**src/assert_macros.svh**
```systemverilog
// ----------------------------------------------------------------------------
// Assertion macros
// Shared concurrent assertion shorthands for the scheduler RTL.
// ----------------------------------------------------------------------------
`ifndef ASSERT_MACROS_SVH
`define ASSERT_MACROS_SVH

// same-cycle implication, disabled during reset
`define ASSERT_IMPLY(label, clk, rst, ante, cons) \
   label: assert property (@(posedge clk) disable iff (rst) (ante) |-> (cons)) \
      else $error("assertion failed: same-cycle implication");

// next-cycle implication, disabled during reset
`define ASSERT_NEXT(label, clk, rst, ante, cons) \
   label: assert property (@(posedge clk) disable iff (rst) (ante) |=> (cons)) \
      else $error("assertion failed: next-cycle implication");

`endif

```
**src/rrqs_pkg.sv**
```systemverilog
// ----------------------------------------------------------------------------
// rrqs_pkg
// Types and constants shared by the round-robin quantum scheduler.
// ----------------------------------------------------------------------------
`default_nettype none

package rrqs_pkg;

   localparam int JOB_W  = 3;
   localparam int WORK_W = 16;

   localparam logic CMD_ARRIVE = 1'b0;
   localparam logic CMD_TICK   = 1'b1;

   localparam logic [WORK_W-1:0] QUANTUM_RESET = 16'd1;

   typedef struct packed {
      logic              command;
      logic [JOB_W-1:0]  job_id;
      logic [WORK_W-1:0] work_amount;
   } req_type;

   typedef struct packed {
      logic             served;
      logic [JOB_W-1:0] served_job;
      logic             job_finished;
      logic             slice_expired;
   } rsp_type;

   typedef struct packed {
      logic [JOB_W-1:0]  job;
      logic [WORK_W-1:0] work;
   } fifo_entry_type;

   typedef struct packed {
      logic push;
      logic pop;
      logic pop_second;
   } fifo_ctl_type;

endpackage

`default_nettype wire

```
**src/rrqs_ready_fifo.sv**
```systemverilog
// ----------------------------------------------------------------------------
// rrqs_ready_fifo
// Ready queue of (job, remaining work) entries. One push and up to two pops
// per cycle; the head and the entry behind it come from registered reads.
// ----------------------------------------------------------------------------
`default_nettype none

module rrqs_ready_fifo import rrqs_pkg::*; #(
   parameter  int DEPTH = 8,
   localparam int PW    = $clog2(DEPTH),
   localparam int CW    = $clog2(DEPTH + 1)
) (
   input  wire logic           clock,
   input  wire logic           reset,
   input  wire fifo_ctl_type   ctl,
   input  wire fifo_entry_type push_entry,
   output logic [CW-1:0]       count,
   output fifo_entry_type      head_entry,
   output fifo_entry_type      next_entry
);

   fifo_entry_type mem [DEPTH];

   logic [PW-1:0]  head_ff, head_in;
   logic [PW-1:0]  tail_ff, tail_in;
   logic [PW-1:0]  second_addr;
   logic [CW-1:0]  count_ff, count_in;
   logic           push_ok;
   fifo_entry_type rd0_ff, rd1_ff;

   function automatic logic [PW-1:0] ptr_inc(input logic [PW-1:0] p);
      return (p == PW'(DEPTH - 1)) ? '0 : p + PW'(1);
   endfunction

   always_comb begin
      push_ok  = ctl.push && (count_ff != CW'(DEPTH));
      tail_in  = push_ok ? ptr_inc(tail_ff) : tail_ff;
      if (ctl.pop_second) begin
         head_in = ptr_inc(ptr_inc(head_ff));
      end else if (ctl.pop) begin
         head_in = ptr_inc(head_ff);
      end else begin
         head_in = head_ff;
      end
      second_addr = ptr_inc(head_in);
      count_in = count_ff + CW'(push_ok) - CW'(ctl.pop) - CW'(ctl.pop_second);
   end

   always_ff @(posedge clock) begin
      if (reset) begin
         head_ff  <= '0;
         tail_ff  <= '0;
         count_ff <= '0;
      end else begin
         head_ff  <= head_in;
         tail_ff  <= tail_in;
         count_ff <= count_in;
      end
   end

   // write-through so the read registers always mirror the two head slots
   always_ff @(posedge clock) begin
      if (push_ok) begin
         mem[tail_ff] <= push_entry;
      end
      rd0_ff <= (push_ok && (tail_ff == head_in)) ? push_entry : mem[head_in];
      rd1_ff <= (push_ok && (tail_ff == second_addr)) ? push_entry : mem[second_addr];
   end

   assign count      = count_ff;
   assign head_entry = rd0_ff;
   assign next_entry = rd1_ff;

endmodule

`default_nettype wire

```
**src/round_robin_quantum_scheduler_core.sv**
```systemverilog
// ----------------------------------------------------------------------------
// round_robin_quantum_scheduler_core
// Time-sliced round-robin scheduler with a FIFO ready queue.
//
//   channel | ports                           | beat
//   --------+---------------------------------+-----------------------------
//   request | start, busy, req_item           | start && !busy
//   result  | rsp_strobe, rsp_item            | rsp_strobe, one cycle, no stall
//   config  | csr_write_enable, csr_write_data| csr_write_enable
//
// One beat per cycle; busy is never raised, and the receiver cannot stall.
// A tick's result is strobed from the result register: the beat is
// registered, then one pass through the step logic fills the result
// register. Arrivals give no result. The queue head and the entry behind
// it sit in read registers, so back-to-back beats never wait.
// Synchronous reset clears all jobs, the queue and sets quantum to 1.
// ----------------------------------------------------------------------------
`default_nettype none
`include "assert_macros.svh"

module round_robin_quantum_scheduler_core import rrqs_pkg::*; #(
   parameter int NUM_JOBS = 8
) (
   input  wire logic              clock,
   input  wire logic              reset,
   input  wire logic              start,
   output logic                   busy,
   input  wire req_type           req_item,
   output logic                   rsp_strobe,
   output rsp_type                rsp_item,
   input  wire logic              csr_write_enable,
   input  wire logic [WORK_W-1:0] csr_write_data
);

   localparam int IDXW = $clog2(NUM_JOBS);
   localparam int CW   = $clog2(NUM_JOBS + 1);

   logic                item_valid_ff;
   req_type             item_ff;
   logic [WORK_W-1:0]   quantum_ff;

   logic [NUM_JOBS-1:0] busy_ff, busy_in;
   logic [JOB_W-1:0]    cur_job_ff, cur_job_in;
   logic                cur_valid_ff, cur_valid_in;
   logic [WORK_W-1:0]   cur_work_ff, cur_work_in;
   logic [WORK_W-1:0]   slice_ff, slice_in;
   logic                pending_ff, pending_in;
   logic                rsp_strobe_ff, rsp_strobe_in;
   rsp_type             rsp_ff, rsp_in;

   fifo_ctl_type        fifo_ctl;
   fifo_entry_type      push_entry;
   fifo_entry_type      head_entry;
   fifo_entry_type      next_entry;
   logic [CW-1:0]       fifo_count;

   logic                tick;
   logic                arrive;
   logic                in_range;
   logic [IDXW-1:0]     job_idx;
   logic [WORK_W-1:0]   full_slice;

   rrqs_ready_fifo #(
      .DEPTH(NUM_JOBS)
   ) u_fifo (
      .clock      (clock),
      .reset      (reset),
      .ctl        (fifo_ctl),
      .push_entry (push_entry),
      .count      (fifo_count),
      .head_entry (head_entry),
      .next_entry (next_entry)
   );

   assign busy       = 1'b0;
   assign tick       = item_valid_ff && (item_ff.command == CMD_TICK);
   assign arrive     = item_valid_ff && (item_ff.command == CMD_ARRIVE);
   assign in_range   = (32'(item_ff.job_id) < NUM_JOBS);
   assign job_idx    = IDXW'(item_ff.job_id);
   assign full_slice = (quantum_ff == '0) ? WORK_W'(1) : quantum_ff;

   always_comb begin
      logic first_pop;
      logic [WORK_W-1:0] work_dec;
      logic [WORK_W-1:0] slice_dec;
      busy_in       = busy_ff;
      cur_job_in    = cur_job_ff;
      cur_valid_in  = cur_valid_ff;
      cur_work_in   = cur_work_ff;
      slice_in      = slice_ff;
      pending_in    = pending_ff;
      rsp_in        = '0;
      rsp_strobe_in = tick;
      fifo_ctl      = '0;
      push_entry    = '{job: cur_job_ff, work: cur_work_ff};
      first_pop     = 1'b0;
      work_dec      = '0;
      slice_dec     = '0;
      if (arrive) begin
         if (in_range && (item_ff.work_amount != '0) && !busy_ff[job_idx]) begin
            busy_in[job_idx] = 1'b1;
            if (!cur_valid_ff) begin
               cur_job_in   = item_ff.job_id;
               cur_work_in  = item_ff.work_amount;
               cur_valid_in = 1'b1;
               slice_in     = full_slice;
               pending_in   = 1'b0;
            end else begin
               fifo_ctl.push = 1'b1;
               push_entry    = '{job: item_ff.job_id, work: item_ff.work_amount};
            end
         end
      end else if (tick) begin
         pending_in = 1'b0;
         // preempted job goes behind the queue; a lone job simply restarts
         if (pending_ff && cur_valid_ff) begin
            slice_in = full_slice;
            if (fifo_count != '0) begin
               fifo_ctl.push = 1'b1;
               fifo_ctl.pop  = 1'b1;
               first_pop     = 1'b1;
               cur_job_in    = head_entry.job;
               cur_work_in   = head_entry.work;
            end
         end
         if (cur_valid_ff) begin
            work_dec  = (cur_work_in != '0) ? cur_work_in - WORK_W'(1) : cur_work_in;
            slice_dec = (slice_in != '0) ? slice_in - WORK_W'(1) : slice_in;
            rsp_in.served     = 1'b1;
            rsp_in.served_job = cur_job_in;
            cur_work_in       = work_dec;
            slice_in          = slice_dec;
            if (work_dec == '0) begin
               rsp_in.job_finished = 1'b1;
               busy_in[IDXW'(cur_job_in)] = 1'b0;
               if (first_pop) begin
                  fifo_ctl.pop_second = 1'b1;
                  slice_in            = full_slice;
                  if (fifo_count == CW'(1)) begin
                     cur_job_in  = cur_job_ff;
                     cur_work_in = cur_work_ff;
                  end else begin
                     cur_job_in  = next_entry.job;
                     cur_work_in = next_entry.work;
                  end
               end else if (fifo_count != '0) begin
                  fifo_ctl.pop = 1'b1;
                  slice_in     = full_slice;
                  cur_job_in   = head_entry.job;
                  cur_work_in  = head_entry.work;
               end else begin
                  cur_valid_in = 1'b0;
                  slice_in     = '0;
               end
            end else if (slice_dec == '0) begin
               rsp_in.slice_expired = 1'b1;
               pending_in           = 1'b1;
            end
         end
      end
   end

   always_ff @(posedge clock) begin
      if (reset) begin
         item_valid_ff <= 1'b0;
         quantum_ff    <= QUANTUM_RESET;
         busy_ff       <= '0;
         cur_job_ff    <= '0;
         cur_valid_ff  <= 1'b0;
         cur_work_ff   <= '0;
         slice_ff      <= '0;
         pending_ff    <= 1'b0;
         rsp_strobe_ff <= 1'b0;
      end else begin
         item_valid_ff <= start && !busy;
         if (csr_write_enable) begin
            quantum_ff <= csr_write_data;
         end
         busy_ff       <= busy_in;
         cur_job_ff    <= cur_job_in;
         cur_valid_ff  <= cur_valid_in;
         cur_work_ff   <= cur_work_in;
         slice_ff      <= slice_in;
         pending_ff    <= pending_in;
         rsp_strobe_ff <= rsp_strobe_in;
      end
   end

   always_ff @(posedge clock) begin
      item_ff <= req_item;
      rsp_ff  <= rsp_in;
   end

   assign rsp_strobe = rsp_strobe_ff;
   assign rsp_item   = rsp_ff;

   `ASSERT_NEXT(a_tick_gives_result, clock, reset, tick, rsp_strobe)
   `ASSERT_IMPLY(a_result_from_tick, clock, reset, rsp_strobe, $past(tick))
   `ASSERT_IMPLY(a_current_is_busy, clock, reset, cur_valid_ff, busy_ff[IDXW'(cur_job_ff)])
   `ASSERT_IMPLY(a_finish_excludes_expiry, clock, reset, rsp_strobe && rsp_item.job_finished, !rsp_item.slice_expired)
   `ASSERT_IMPLY(a_queue_bound, clock, reset, 1'b1, 32'(fifo_count) <= NUM_JOBS)

endmodule

`default_nettype wire
```
**config.mk**
```make
export PLATFORM = sky130hd
export DESIGN_NAME = round_robin_quantum_scheduler_core
export DESIGN_NICKNAME = d
export VERILOG_FILES = /design/src/rrqs_pkg.sv /design/src/rrqs_ready_fifo.sv /design/src/round_robin_quantum_scheduler_core.sv
export VERILOG_INCLUDE_DIRS = /design/src /design/src/src
export SDC_FILE = /design/constraint.sdc
export NUM_CORES = 1
export LEC_CHECK = 0
export BUFFER_PORTS_ARGS = -buffer_cell sky130_fd_sc_hd__buf_2
export CAP_MARGIN = 20
export CORE_UTILIZATION = 66
export DETAILED_ROUTE_END_ITERATION = 6
export PLACE_DENSITY_LB_ADDON = 0.3
export RECOVER_POWER = 50
export SKIP_LAST_GASP = 1
export SYNTH_ARGS = -nofsm -noshare
export SYNTH_HDL_FRONTEND = slang
export SYNTH_SLANG_ARGS = --single-unit
```
**constraint.sdc**
```tcl
create_clock -name clock -period 16.65 [get_ports clock]
set_clock_uncertainty 0.1 [all_clocks]
set_input_delay 0.8325 -clock clock [delete_from_list [all_inputs] [get_ports clock]]
set_output_delay 0.8325 -clock clock [all_outputs]
set_load 0.01 [all_outputs]
```
* Word-level counts from Yosys, hierarchy flattened
Memory sizes are Yosys's and may differ from the RTL's. A register that Yosys moved wholly into a read port is not among the register bits.
Index checks and enable logic that the tools add are counted.
** Storage, ports and cells
- Memories kept :: 1
- Output and inout bits :: 8
- Input port bits :: 40
- Memory bits (writable) :: 152
- Bits in registers :: 99
- Word-level logic and storage cells :: 165
** Memory list
- u_fifo.mem :: words 8, bits a word 19, rd ports 2, clocked after memory_dff 2, wr ports 1, RTL line rrqs_ready_fifo.sv:22 : fifo_entry_type mem [DEPTH];
** Operators by class
- Bitwise logic cells :: 6
- Reductions and logical operators :: 24
- Order comparisons :: 4
- Muxes and demuxes :: 93
- Add/subtract/negate cells :: 9
- Equality and inequality tests :: 9
** Operator list (count)
- $mux W16 :: 27
- $mux W3 :: 20
- $mux W19 :: 3
- $logic_not A16 Y1 :: 3
- $reduce_bool A16 Y1 :: 3
- $mux W8 :: 5
- $sub A16 B1 Y16 const B :: 2
- $mux W1 :: 29
- $add A3 B1 Y3 const B :: 4
- $eq A3 B3 Y1 const B :: 4
- $mux W2 :: 5
- $and A8 B8 Y8 :: 1
- $lt A3 B4 Y1 const B :: 2
- $ne A4 B4 Y1 const B :: 2
- $not A8 Y8 :: 1
- $or A8 B8 Y8 :: 1
- $reduce_and A4 Y1 :: 2
- $sub A4 B1 Y4 :: 2
- $logic_and A1 B1 Y1 :: 7
- $demux W1 S3 :: 2
- $ge A3 B1 Y1 const B :: 2
- $mux W6 :: 1
- $reduce_bool A2 Y1 :: 3
- $add A4 B1 Y4 :: 1
- other kinds (11) :: 13

* Logic depth before layout (Yosys ltp)
Gate-level depths: netlist of the first run.
- Depth after elaboration :: 16
- Gate-level depth with buffers :: 28
- Mapped depth without buffers :: 23

* Modules after synthesis
From an unflattened synthesis of the first run, not the netlist that was laid out.
** Unflattened totals
- Cells, all modules :: 1149
- Area, all modules :: 14189.9 um^2
** Modules (own cells, without submodules)
- rrqs_ready_fifo :: instances 1, area an instance 7772.5 um^2, cells an instance 375
- round_robin_quantum_scheduler_core :: instances 1, area an instance 6417.4 um^2, cells an instance 774

* Least setup slack after synthesis of the first run
OpenSTA, ideal clock, no wires.
- Kind :: register -> register
- From :: reg u_fifo.count_ff[2], in the netlist u_fifo.count[2]
- To :: reg u_fifo.count_ff[3], in the netlist u_fifo.count[3]
- Cell stages (with the launch flop) :: 28
- Buffers on the path :: 4
- Clock period less this slack :: 5.691 ns
- Data arrival time :: 5.463 ns
- Setup time :: 0.128 ns
- Setup slack :: 10.959 ns
- Cell sequence :: dfxtp_1 > inv_1 > ha_1 > or3b_1 > buf_2 > nand2_2 > buf_6 > buf_6 > o31ai_1 > inv_1 > ha_1 > a21boi_0 > o2111ai_2 > nor4_2 > mux2_2 > nand2b_1 > or4_1 > clkbuf_1 > a21o_1 > fa_1 > inv_1 > ha_1 > inv_1 > ha_1 > inv_1 > fa_1 > xnor2_1 > nor2_1
** On the way
- Word-level cells in the longest chain between the ends :: 14
- Elaborated cells between the ends (all ways) :: 28
- Classes of those cells :: add/sub (4); eq/ne (1); mux (19); reduce/logical (4)
** Ends and longest elaborated chain
- start: declaration :: RTL line rrqs_ready_fifo.sv:27 : logic [CW-1:0] count_ff, count_in;
- start signal: assignment :: RTL line rrqs_ready_fifo.sv:57 : count_ff <= count_in;
- $reduce_bool A4 Y1 :: RTL line round_robin_quantum_scheduler_core.sv:118, round_robin_quantum_scheduler_core.sv:146
- $mux W16 :: RTL line round_robin_quantum_scheduler_core.sv:118 : if (fifo_count != '0) begin
- $mux W16 :: RTL line round_robin_quantum_scheduler_core.sv:116 : if (pending_ff && cur_valid_ff) begin
- $mux W16 :: RTL line round_robin_quantum_scheduler_core.sv:113 : end else if (tick) begin
- $mux W16 :: RTL line round_robin_quantum_scheduler_core.sv:99 : if (arrive) begin
- $sub A16 B1 Y16 or $reduce_bool A16 Y1 (tied branches) :: RTL line round_robin_quantum_scheduler_core.sv:127 : work_dec = (cur_work_in != '0) ? cur_work_in - WORK_W'(1) : cur_work_in;
- $mux W16 :: RTL line round_robin_quantum_scheduler_core.sv:127
- $logic_not A16 Y1 :: RTL line round_robin_quantum_scheduler_core.sv:133 : if (work_dec == '0) begin
- $mux W2 :: RTL line round_robin_quantum_scheduler_core.sv:133
- $mux W2 :: RTL line round_robin_quantum_scheduler_core.sv:126 : if (cur_valid_ff) begin
- $mux W3 :: RTL line round_robin_quantum_scheduler_core.sv:113
- $mux W2 :: RTL line round_robin_quantum_scheduler_core.sv:99
- $sub A4 B1 Y4 :: RTL line rrqs_ready_fifo.sv:46 : count_in = count_ff + CW'(push_ok) - CW'(ctl.pop) - CW'(ctl.pop_second);
- $sub A4 B1 Y4 (*) :: RTL line rrqs_ready_fifo.sv:46
Mark *: on every way between the ends. The rest lies on a longest branch, timed or not. The select of a mux whose other input is x is not followed.
A chain may end at the register's enable or synchronous reset.

==> reports/results.ini, run 1 <==
[outcome]
outcome=finished with violations
violations=capacitance limit, slew limit

[clocking]
insertion_delay_ns=0.55
postCtsHoldBufs=0
cts_tree=yes
postCtsSetupRepairBufs=0
clock_tree.buffer_depth=3
ctsRootBufferMaster=clkbuf_16
post_cts_resized=0
clk_pin_slew_ns=0.07
cts.sinks=257
cts.htree.levels=1
numCtsBuffers=26

[floorplan]
chipWidth_um=147
io_pins=48
coreArea_mm2=0.0204
rows=52
die_h_um=147
die_area_mm2=0.0216
start_util_pct=67.8

[critical_path]
slowest_delay_ns=2.38
r2r-end=u_fifo.count[3]
worstPathCellList=clkbuf_1 -> mux2_2 -> o22ai_1 -> o31a_1 -> o2111ai_2 -> nor4_2 -> mux2_2 -> nand2b_1 -> or4_1 -> a21o_1 -> fa_1 -> inv_1 -> ha_1 -> inv_1 -> ha_1 -> inv_1 -> fa_1 -> xnor2_1 -> nor2_1
reg2reg_slack_ns=7.16
cp_max_fo=46
r2r_cells=19
required_ns=16.89
crit_type=reg2reg
cp-end-kind=flip-flop
worstPathArrival_ns=9.73
worst_path_max_delay_cell=clkbuf_1
cp-start-kind=flip-flop
crit_top_cell=inv_1

[synthesis]
synth-seq-area-share_pct=48.1
yosys.area_share.xor_xnor_pct=1.64
synthAdderAreaFrac_pct=1.64
ys_async_sr_fraction_pct=0
yosys.area_share.simple_pct=12.1
yosysWarnings=0
postSynthAreaPerCell_um2=11.4
synth_nets=1272
synth_top_family_by_area=multiplexers
ys_ff_latch=257
synthFlopType=edfxtp_1
synth_edf_count=152
syn_area_mm2=0.0139
synth_cells=1215
synth.area.mux_share_pct=18.5
synth_compound_area_share_pct=14.6
synthDistinctLibCells=85

[hold_path]
min-delay-start=req_item[14]
hp-class=in2reg
holdPathEnd=item_ff[14]
min_path_cells=1

[pwr]
cellPowerDensity_mw_per_mm2=100
ir_drop_v=0.000108
p_total_mw=1.53
p_leak_nw=5.26

[sta]
drv_slew=177
fin_crit_ns=9.49
worstMarginPinSlew_ns=3.26
rsz0062_at_grt=no
max-slew-margin-rel_pct=-118
setup-violations-final=0
fmax_mhz=105
finalSetupTns_ns=0
fin_crit_sh_pct=57.0
hold_violations=0

[global_route]
grt_util_all_layers_pct=35.8
grt_max_degree=47
antenna_found_initial=0
grt_pass1_wl_um=59600
first_global_vias=10700
grt_overflow=0

[finish]
layout_commonest_cell=edfxtp_1
area_growth_pct=9.67
diodes=0
mostFrequentLayoutCells=edfxtp_1, nor2_1, dfxtp_1, mux2i_1, o21ai_0
final_net_count=1292
utilization_pct=74.4
fin_cells=1524
nFillCells=1376
final_layout_size_suffix_gt1_share_pct=16.3

[place]
globalplace.congestion=0.988
port_buffers=46
place_inst=1476
hpwl_um=24000

[route]
dr.first_iter.drc_count=1415
drt-wirelength-per-cell_um=25.1
dr.pass1.iters=6
antenna_left=0
postRouteWirelength_um=38300
drc=0
num_vias=10900
via_per_inst=7.13

[run]
cap_violations=5

[state kept, by name (all words and copies together), names as in the netlist, 3 cells and up, named ones only]
name            flops
busy_ff             8
cur_job_ff          3
cur_work_ff        16
item_ff            17
job_idx             3
quantum_ff         16
rsp_item            6
slice_ff           16
u_fifo.count        4
u_fifo.head_ff      3
u_fifo.mem        152
u_fifo.tail_ff      3
[per-layer routing]
layer	global-route usage (%)	vias to the layer above	routed length, um
li1	-	4767	-
met1	48.8	5277	15100
met2	57.0	691	17600
met3	7.27	130	4280
met4	13.3	0	1340
met5	0	-	0
[cell usage after synthesis (20+ instances only)]
library cell	number	area, um^2
a21oi_1	47	235
nor3_1	37	185
nand2_1	61	229
mux2i_1	87	871
nor2_1	106	398
mux2_2	38	428
nand3_1	28	140
mux4_2	44	991
mux2_1	20	225
edfxtp_1	152	4560
a31oi_1	22	138
dfxtp_1	105	2100
clkbuf_1	52	195
o21ai_0	74	370
[cell families after synthesis]
kind of cell,Yosys count
compound gates,294
xor+xnor,26
fa+ha+maj,17
buf+inv,101
flops,257
mux,192
other cells,1
simple gates,327
[power by group]
group / total [mW] / internal [mW] / switching [mW]
clock: 0.637 / 0.391 / 0.246
combinational: 0.186 / 0.0691 / 0.117
sequential: 0.703 / 0.689 / 0.0147
[worst max-delay path: cells and delay by family, from the launching register on]
kind / cells / cell delay [ns]
DFF: 1 / 1.24
buffers and inverters: 4 / 2.57
xor gates and xnor gates: 1 / 0.17
adders and majority gates: 4 / 1.16
AOI/OAI and AO/OA: 4 / 1.26
and+or+nand+nor: 4 / 1.77
muxes: 2 / 0.96
[metrics by stage]
stage / cell area [um^2] / hold slack, ns / worst slack (ns)
2_1_floorplan: 13900 / 0.343 / 10.96
3_3_place_gp: 14300 / 0.357 / 9.97
3_5_place_dp: 14300 / 0.380 / 9.74
4_1_cts: 15200 / 0.279 / 9.66
5_1_grt: 15200 / 0.282 / 6.73
6_report: 15200 / 0.287 / 7.16
[worst max-delay path by stage]
stage                                  to  depth (start not counted)       startpoint  slack (ns)
after floorplan           u_fifo.count[3]                         27  u_fifo.count[2]       10.96
after global placement    u_fifo.count[3]                         19        flip-flop        9.97
after detailed placement  u_fifo.count[3]                         24  u_fifo.count[2]        9.74
after CTS                 u_fifo.count[3]                         24  u_fifo.count[2]        9.66
after global routing      u_fifo.count[3]                         19        flip-flop        6.73
final                     u_fifo.count[3]                         19        flip-flop        7.16
[area by class of cell]
| class | count | area, um^2 | area share, % |
|---|---|---|---|
| tap | 270 | 338 | 2.22 |
| sequential | 257 | 6670 | 43.9 |
| clock buffer | 35 | 747 | 4.92 |
| timing repair buffer | 77 | 434 | 2.86 |
| inverter | 16 | 60.1 | 0.395 |
| clock inverter | 12 | 186 | 1.23 |
| multi-input combinational | 857 | 6760 | 44.5 |
(Power assumes the default switching activity.)
==> run 2: changes to the inputs <==
CORE_UTILIZATION = 63   (was 66)
clock period = 9.05 ns   (was 16.65 ns; I/O delays follow)
==> run 2 against run 1 <==
The run still ends with capacitance limit, slew limit left. Register-to-register slack got worse by 5.2 ns. Count of clock-buffer cells in the layout increased by 4. Combinational power grew 85%. Maximum frequency is 34% higher. Total power is 75% higher. Final cell count grew 1.8%. Critical endpoint unchanged.
==> reports/results.ini, run 2 (synthesis results as in run 1) <==
[outcome]
outcome=finished with violations
violations=capacitance limit, slew limit

[finish]
largest_register=u_fifo.mem
area_growth_pct=10.5
diodes=0
final_net_count=1313
layout_commonest_cell=edfxtp_1
final_layout_size_suffix_gt1_share_pct=16.2
mostFrequentLayoutCells=edfxtp_1, nor2_1, dfxtp_1, mux2i_1, o21ai_0
top_regs=u_fifo.mem (152), item_ff (17)
design_area_mm2=0.0153
largest_reg_flops=152

[place]
globalplace.congestion=0.949
hpwl_um=23400
placed_area_mm2=0.0143
port_buffers=46
place_ws_ns=2.26

[sta]
max-slew-margin-rel_pct=-35.1
fin_crit_ns=7.07
hold_violations=0
rsz0062_at_grt=no
fin_crit_sh_pct=78.1
layout_setup_ws_ns=1.98
finalSetupTns_ns=0
drv_slew=63
holdWs_ns=0.0341
worstMarginPinSlew_ns=2.03
setup-violations-final=0
fmax_mhz=142

[critical_path]
cp_max_fo=16
cp-start-kind=flip-flop
worst_path_max_delay_cell=nor4_2
required_ns=9.29
timing.rr.start=u_fifo.count[2]
critPathLaunch=u_fifo.count[2]
cp-end-kind=flip-flop
worstPathCellList=inv_1 -> ha_1 -> or3b_1 -> nand2_1 -> o31ai_1 -> inv_1 -> ha_1 -> a21boi_0 -> o2111ai_2 -> nor4_2 -> mux2_2 -> nand2b_1 -> or4_1 -> a21o_1 -> fa_1 -> inv_1 -> ha_1 -> inv_1 -> ha_1 -> inv_1 -> fa_1 -> xnor2_1 -> nor2_1
slowest_delay_ns=0.83
crit_top_cell=inv_1
crit_type=reg2reg
reg2reg_slack_ns=1.98
worstPathArrival_ns=7.31

[pwr]
cellPowerDensity_mw_per_mm2=175
p_total_mw=2.68
ir_drop_v=0.000174
p_leak_nw=5.31

[route]
drt-wirelength-per-cell_um=24.3
postRouteWirelength_um=37600
dr.pass1.iters=6
drc=0
via_per_inst=7.00
num_vias=10900
wl_met3_um=3410
wl_met2_um=18000
wl_met1_um=14600
routed.top_layer=met4
dr.first_iter.drc_count=1089
antenna_left=0

[clocking]
insertion_delay_ns=0.55
cts.sinks=257
ctsRootBufferMaster=clkbuf_16
clk_pin_slew_ns=0.06
cts.htree.levels=1
postCtsHoldBufs=20
cts_tree=yes
postCtsSetupRepairBufs=0
post_cts_resized=0
numCtsBuffers=26
clock_tree.buffer_depth=3

[floorplan]
coreArea_mm2=0.0213
io_pins=48
rows=53
chipWidth_um=150
die_area_mm2=0.0226
start_util_pct=65.1
die_h_um=150

[run]
cap_violations=2

[global_route]
grt_overflow=0
grt_pass1_wl_um=58000
grt_util_all_layers_pct=33.9
antenna_found_initial=0
first_global_vias=10600
grt_max_degree=43

[hold_path]
hp-class=in2reg
min-delay-start=csr_write_data[0]

run 2: final cells by class:
class                           count  area (um^2)
Multi-Input combinational cell    857         6760
Sequential cell                   257         6670
Fill cell                        1511         5980
Clock buffer                       39          751
Timing Repair Buffer               98          652
Tap cell                          275          344
Clock inverter                      9         72.6
Inverter                           16         60.1
run 2: worst paths after layout:
kind | end | cells past startpoint
worst max register to register | u_fifo.count[3] | 23
worst min-delay path | quantum_ff[0] | 3
worst max-delay path | u_fifo.count[3] | 23
worst min register to register | quantum_ff[0] | 2
run 2: power breakdown:
part / leakage (nW) / switching (mW) / internal [mW]
Combinational: 2.65 / 0.213 / 0.131
Clock: 0.408 / 0.438 / 0.600
Sequential: 2.25 / 0.0267 / 1.27
run 2: critical path, delay by kind of cell, from the launching register on:
family / cells / cell delay [ns]
adders and majority gates: 6 / 1.50
DFF: 1 / 0.33
xor gates and xnor gates: 1 / 0.17
buffers and inverters: 5 / 0.41
muxes: 1 / 0.47
AOI/OAI and AO/OA: 4 / 1.20
and+or+nand+nor: 6 / 2.68
run 2: per-layer routing:
layer / vias to the layer above / global-route usage (%)
li1: 4815 / -
met1: 5290 / 43.8
met2: 634 / 56.3
met3: 119 / 5.27
met4: 0 / 15.6
met5: - / 0
run 2: stage by stage:
step	instances	utilization, %
6_report	1551	71.9
5_1_grt	1551	71.9
4_1_cts	1549	71.9
3_5_place_dp	1481	67.1
3_3_place_gp	1481	67.1
2_1_floorplan	1215	-
==> run 3: changes to the inputs <==
ABC_AREA = 1   (was default)
clock period = 6.6 ns   (was 9.05 ns; I/O delays follow)
==> run 3 against run 2 <==
The run still ends with capacitance limit, slew limit left. Critical endpoint unchanged. Critical path depth decreased by 7. First-iteration DRC count increased by 24%. Largest cell class is now sequential cells. Register-to-register slack got worse by 1.2 ns. Clock power rose by 59%. Sequential share of layout area decreased by 2.9 points.
==> reports/results.ini, run 3 <==
[outcome]
outcome=finished with violations
violations=capacitance limit, slew limit

[critical_path]
worst_path_max_delay_cell=clkbuf_1
crit_buf_inv=5
worstPathCellList=nor4_1 -> nand4_1 -> nand4_1 -> clkinv_1 -> nand2_1 -> clkbuf_1 -> a22oi_1 -> fa_1 -> inv_1 -> ha_1 -> inv_1 -> ha_1 -> inv_1 -> fa_1 -> xnor2_1 -> nor2_1
worstPathArrival_ns=6.11
crit_top_cell=inv_1
cp_top_family=buffers and inverters
slowest_delay_ns=1.28
cp-start-kind=flip-flop
reg2reg_slack_ns=0.80
cp-end-kind=flip-flop
cp_max_fo=39
crit_type=reg2reg
required_ns=6.91

[clocking]
clk_pin_slew_ns=0.06
ctsRootBufferMaster=clkbuf_16
cts_tree=yes
postCtsHoldBufs=35
clock_tree.buffer_depth=3
cts.htree.levels=1
insertion_delay_ns=0.56
numCtsBuffers=28
postCtsSetupRepairBufs=0
post_cts_resized=0
cts.sinks=257

[floorplan]
coreArea_mm2=0.0228
die_area_mm2=0.0240
rows=55
die_h_um=155
io_pins=48
start_util_pct=64.8
chipWidth_um=155

[global_route]
antenna_found_initial=0
grt_overflow=0
grt_pass1_wl_um=70400
grt_max_degree=89
first_global_vias=13700
grt_util_all_layers_pct=37.7

[pwr]
ir_drop_v=0.000223
p_leak_nw=7.19
cellPowerDensity_mw_per_mm2=244

[finish]
fin_cells=2340
multiInputGateArea_mm2=0.00667
mostFrequentLayoutCells=nand2_1, inv_1, nand3_1, o21ai_0, nor2_1
top_regs=u_fifo.mem (152), item_ff (17)
final_layout_size_suffix_gt1_share_pct=8.14
largest_register=u_fifo.mem
layout_commonest_cell=nand2_1
largest_reg_flops=152
nFillCells=1770
final-seq-area_mm2=0.00667
area_growth_pct=11.1
final_net_count=2061

[sta]
rsz0062_at_grt=no
finalSetupTns_ns=0
worstMarginPinSlew_ns=2.47
setup-violations-final=0
hold_violations=0
fmax_mhz=172
fin_crit_ns=5.80
max-slew-margin-rel_pct=-64.7
fin_crit_sh_pct=87.8
drv_slew=119

[route]
dr.pass1.iters=6
via_per_inst=6.13
drt-wirelength-per-cell_um=19.3
dr.first_iter.drc_count=1354
postRouteWirelength_um=45200
num_vias=14400
drc=0
antenna_left=0

[synthesis]
yosysMostFrequentCell=nand2_1
yosys-top-cells-area=edfxtp_1, dfxtp_1, nand2_1, nand3_1, o21ai_0
synthDistinctLibCells=52
ys_ff_latch=257
synth_cells=1977
yosysWarnings=0
synth_edf_count=152
ys_async_sr_fraction_pct=0
yosysTopAreaCell=edfxtp_1
syn_area_mm2=0.0148
synth-seq-area-share_pct=45.2
synthFlopType=edfxtp_1
synth_nets=2034
synthTopCellsByCount=nand2_1, inv_1, nor2_1
postSynthAreaPerCell_um2=7.47
yosysTopAreaCellShare_pct=30.9

[place]
port_buffers=46
hpwl_um=29300
globalplace.congestion=0.990
place_inst=2252

[run]
cap_violations=3

[hold_path]
hp-class=in2reg

[run 3: cell count changes after synthesis, moves of 26 or more]
cell     before  now
mux2i_1      87    2
mux2_2       38    0
nor2_1      106  189
nand3_1      28  187
mux4_2       44    0
nor3_1       37   11
nand2_1      61  470
a21oi_1      47  147
o21ai_0      74  181
inv_1        15  226
[run 3: cells by family (layout without fill, tap and decap cells)]
group	count (synthesis)	count (layout)	synth area share, %
flops	257	257	45.2
mux	2	2	0.136
simple gates	926	926	26.9
fa+ha+maj	17	17	1.54
other cells	1	2	0.0254
xor+xnor	16	16	0.950
compound gates	415	415	15.4
buf+inv	343	392	9.88
[run 3: final cells by class]
| class | count | area share, % |
|---|---|---|
| Sequential cell | 257 | 40.7 |
| Multi-Input combinational cell | 1377 | 40.7 |
| Inverter | 234 | 5.43 |
| Clock buffer | 38 | 4.90 |
| Timing Repair Buffer | 106 | 4.83 |
| Tap cell | 313 | 2.39 |
| Clock inverter | 14 | 1.09 |
| Antenna cell | 1 | 0.0153 |
[run 3: worst min-delay path: stages]
cell and delay, ns:
buf_2 0.08, o21ai_0 0.09, a21oi_1 0.12
[run 3: metrics by stage]
step / power, mW / hold slack [ns] / worst slack, ns / utilization (%) / area (um^2)
final: 4.00 / 0.0124 / 0.803 / 72.0 / 16400
after detailed placement: 2.35 / 0.334 / 1.31 / 66.2 / 15100
after floorplan: 2.21 / 0.258 / 2.35 / - / 14800
after global routing: 4.12 / 0.0248 / 0.606 / 72.0 / 16400
after global placement: 2.35 / 0.332 / 1.40 / 66.1 / 15100
after CTS: 3.99 / 0.00199 / 1.28 / 72.1 / 16400
[run 3: final timing paths]
kind                 startpoint  cells past startpoint              end
max reg2reg          item_ff[4]                     16  u_fifo.count[3]
max                  item_ff[4]                     16  u_fifo.count[3]
min          csr_write_data[14]                      3   quantum_ff[14]
min reg2reg          busy_ff[6]                      2       busy_ff[6]
[run 3: metal layers]
layer  vias to the layer above  wire length, um  GRT usage [%]
met1                      6644            17200           46.8
met4                         0             2570           22.8
met5                         -                0              0
li1                       6634                -              -
met2                       871            21300           63.0
met3                       201             4090           4.90
[run 3: report_power, final]
part / internal, mW / switching [mW] / total (mW)
Sequential: 1.75 / 0.0359 / 1.78
Combinational: 0.184 / 0.386 / 0.570
Clock: 1.01 / 0.641 / 1.65
Total: 2.94 / 1.06 / 4.00
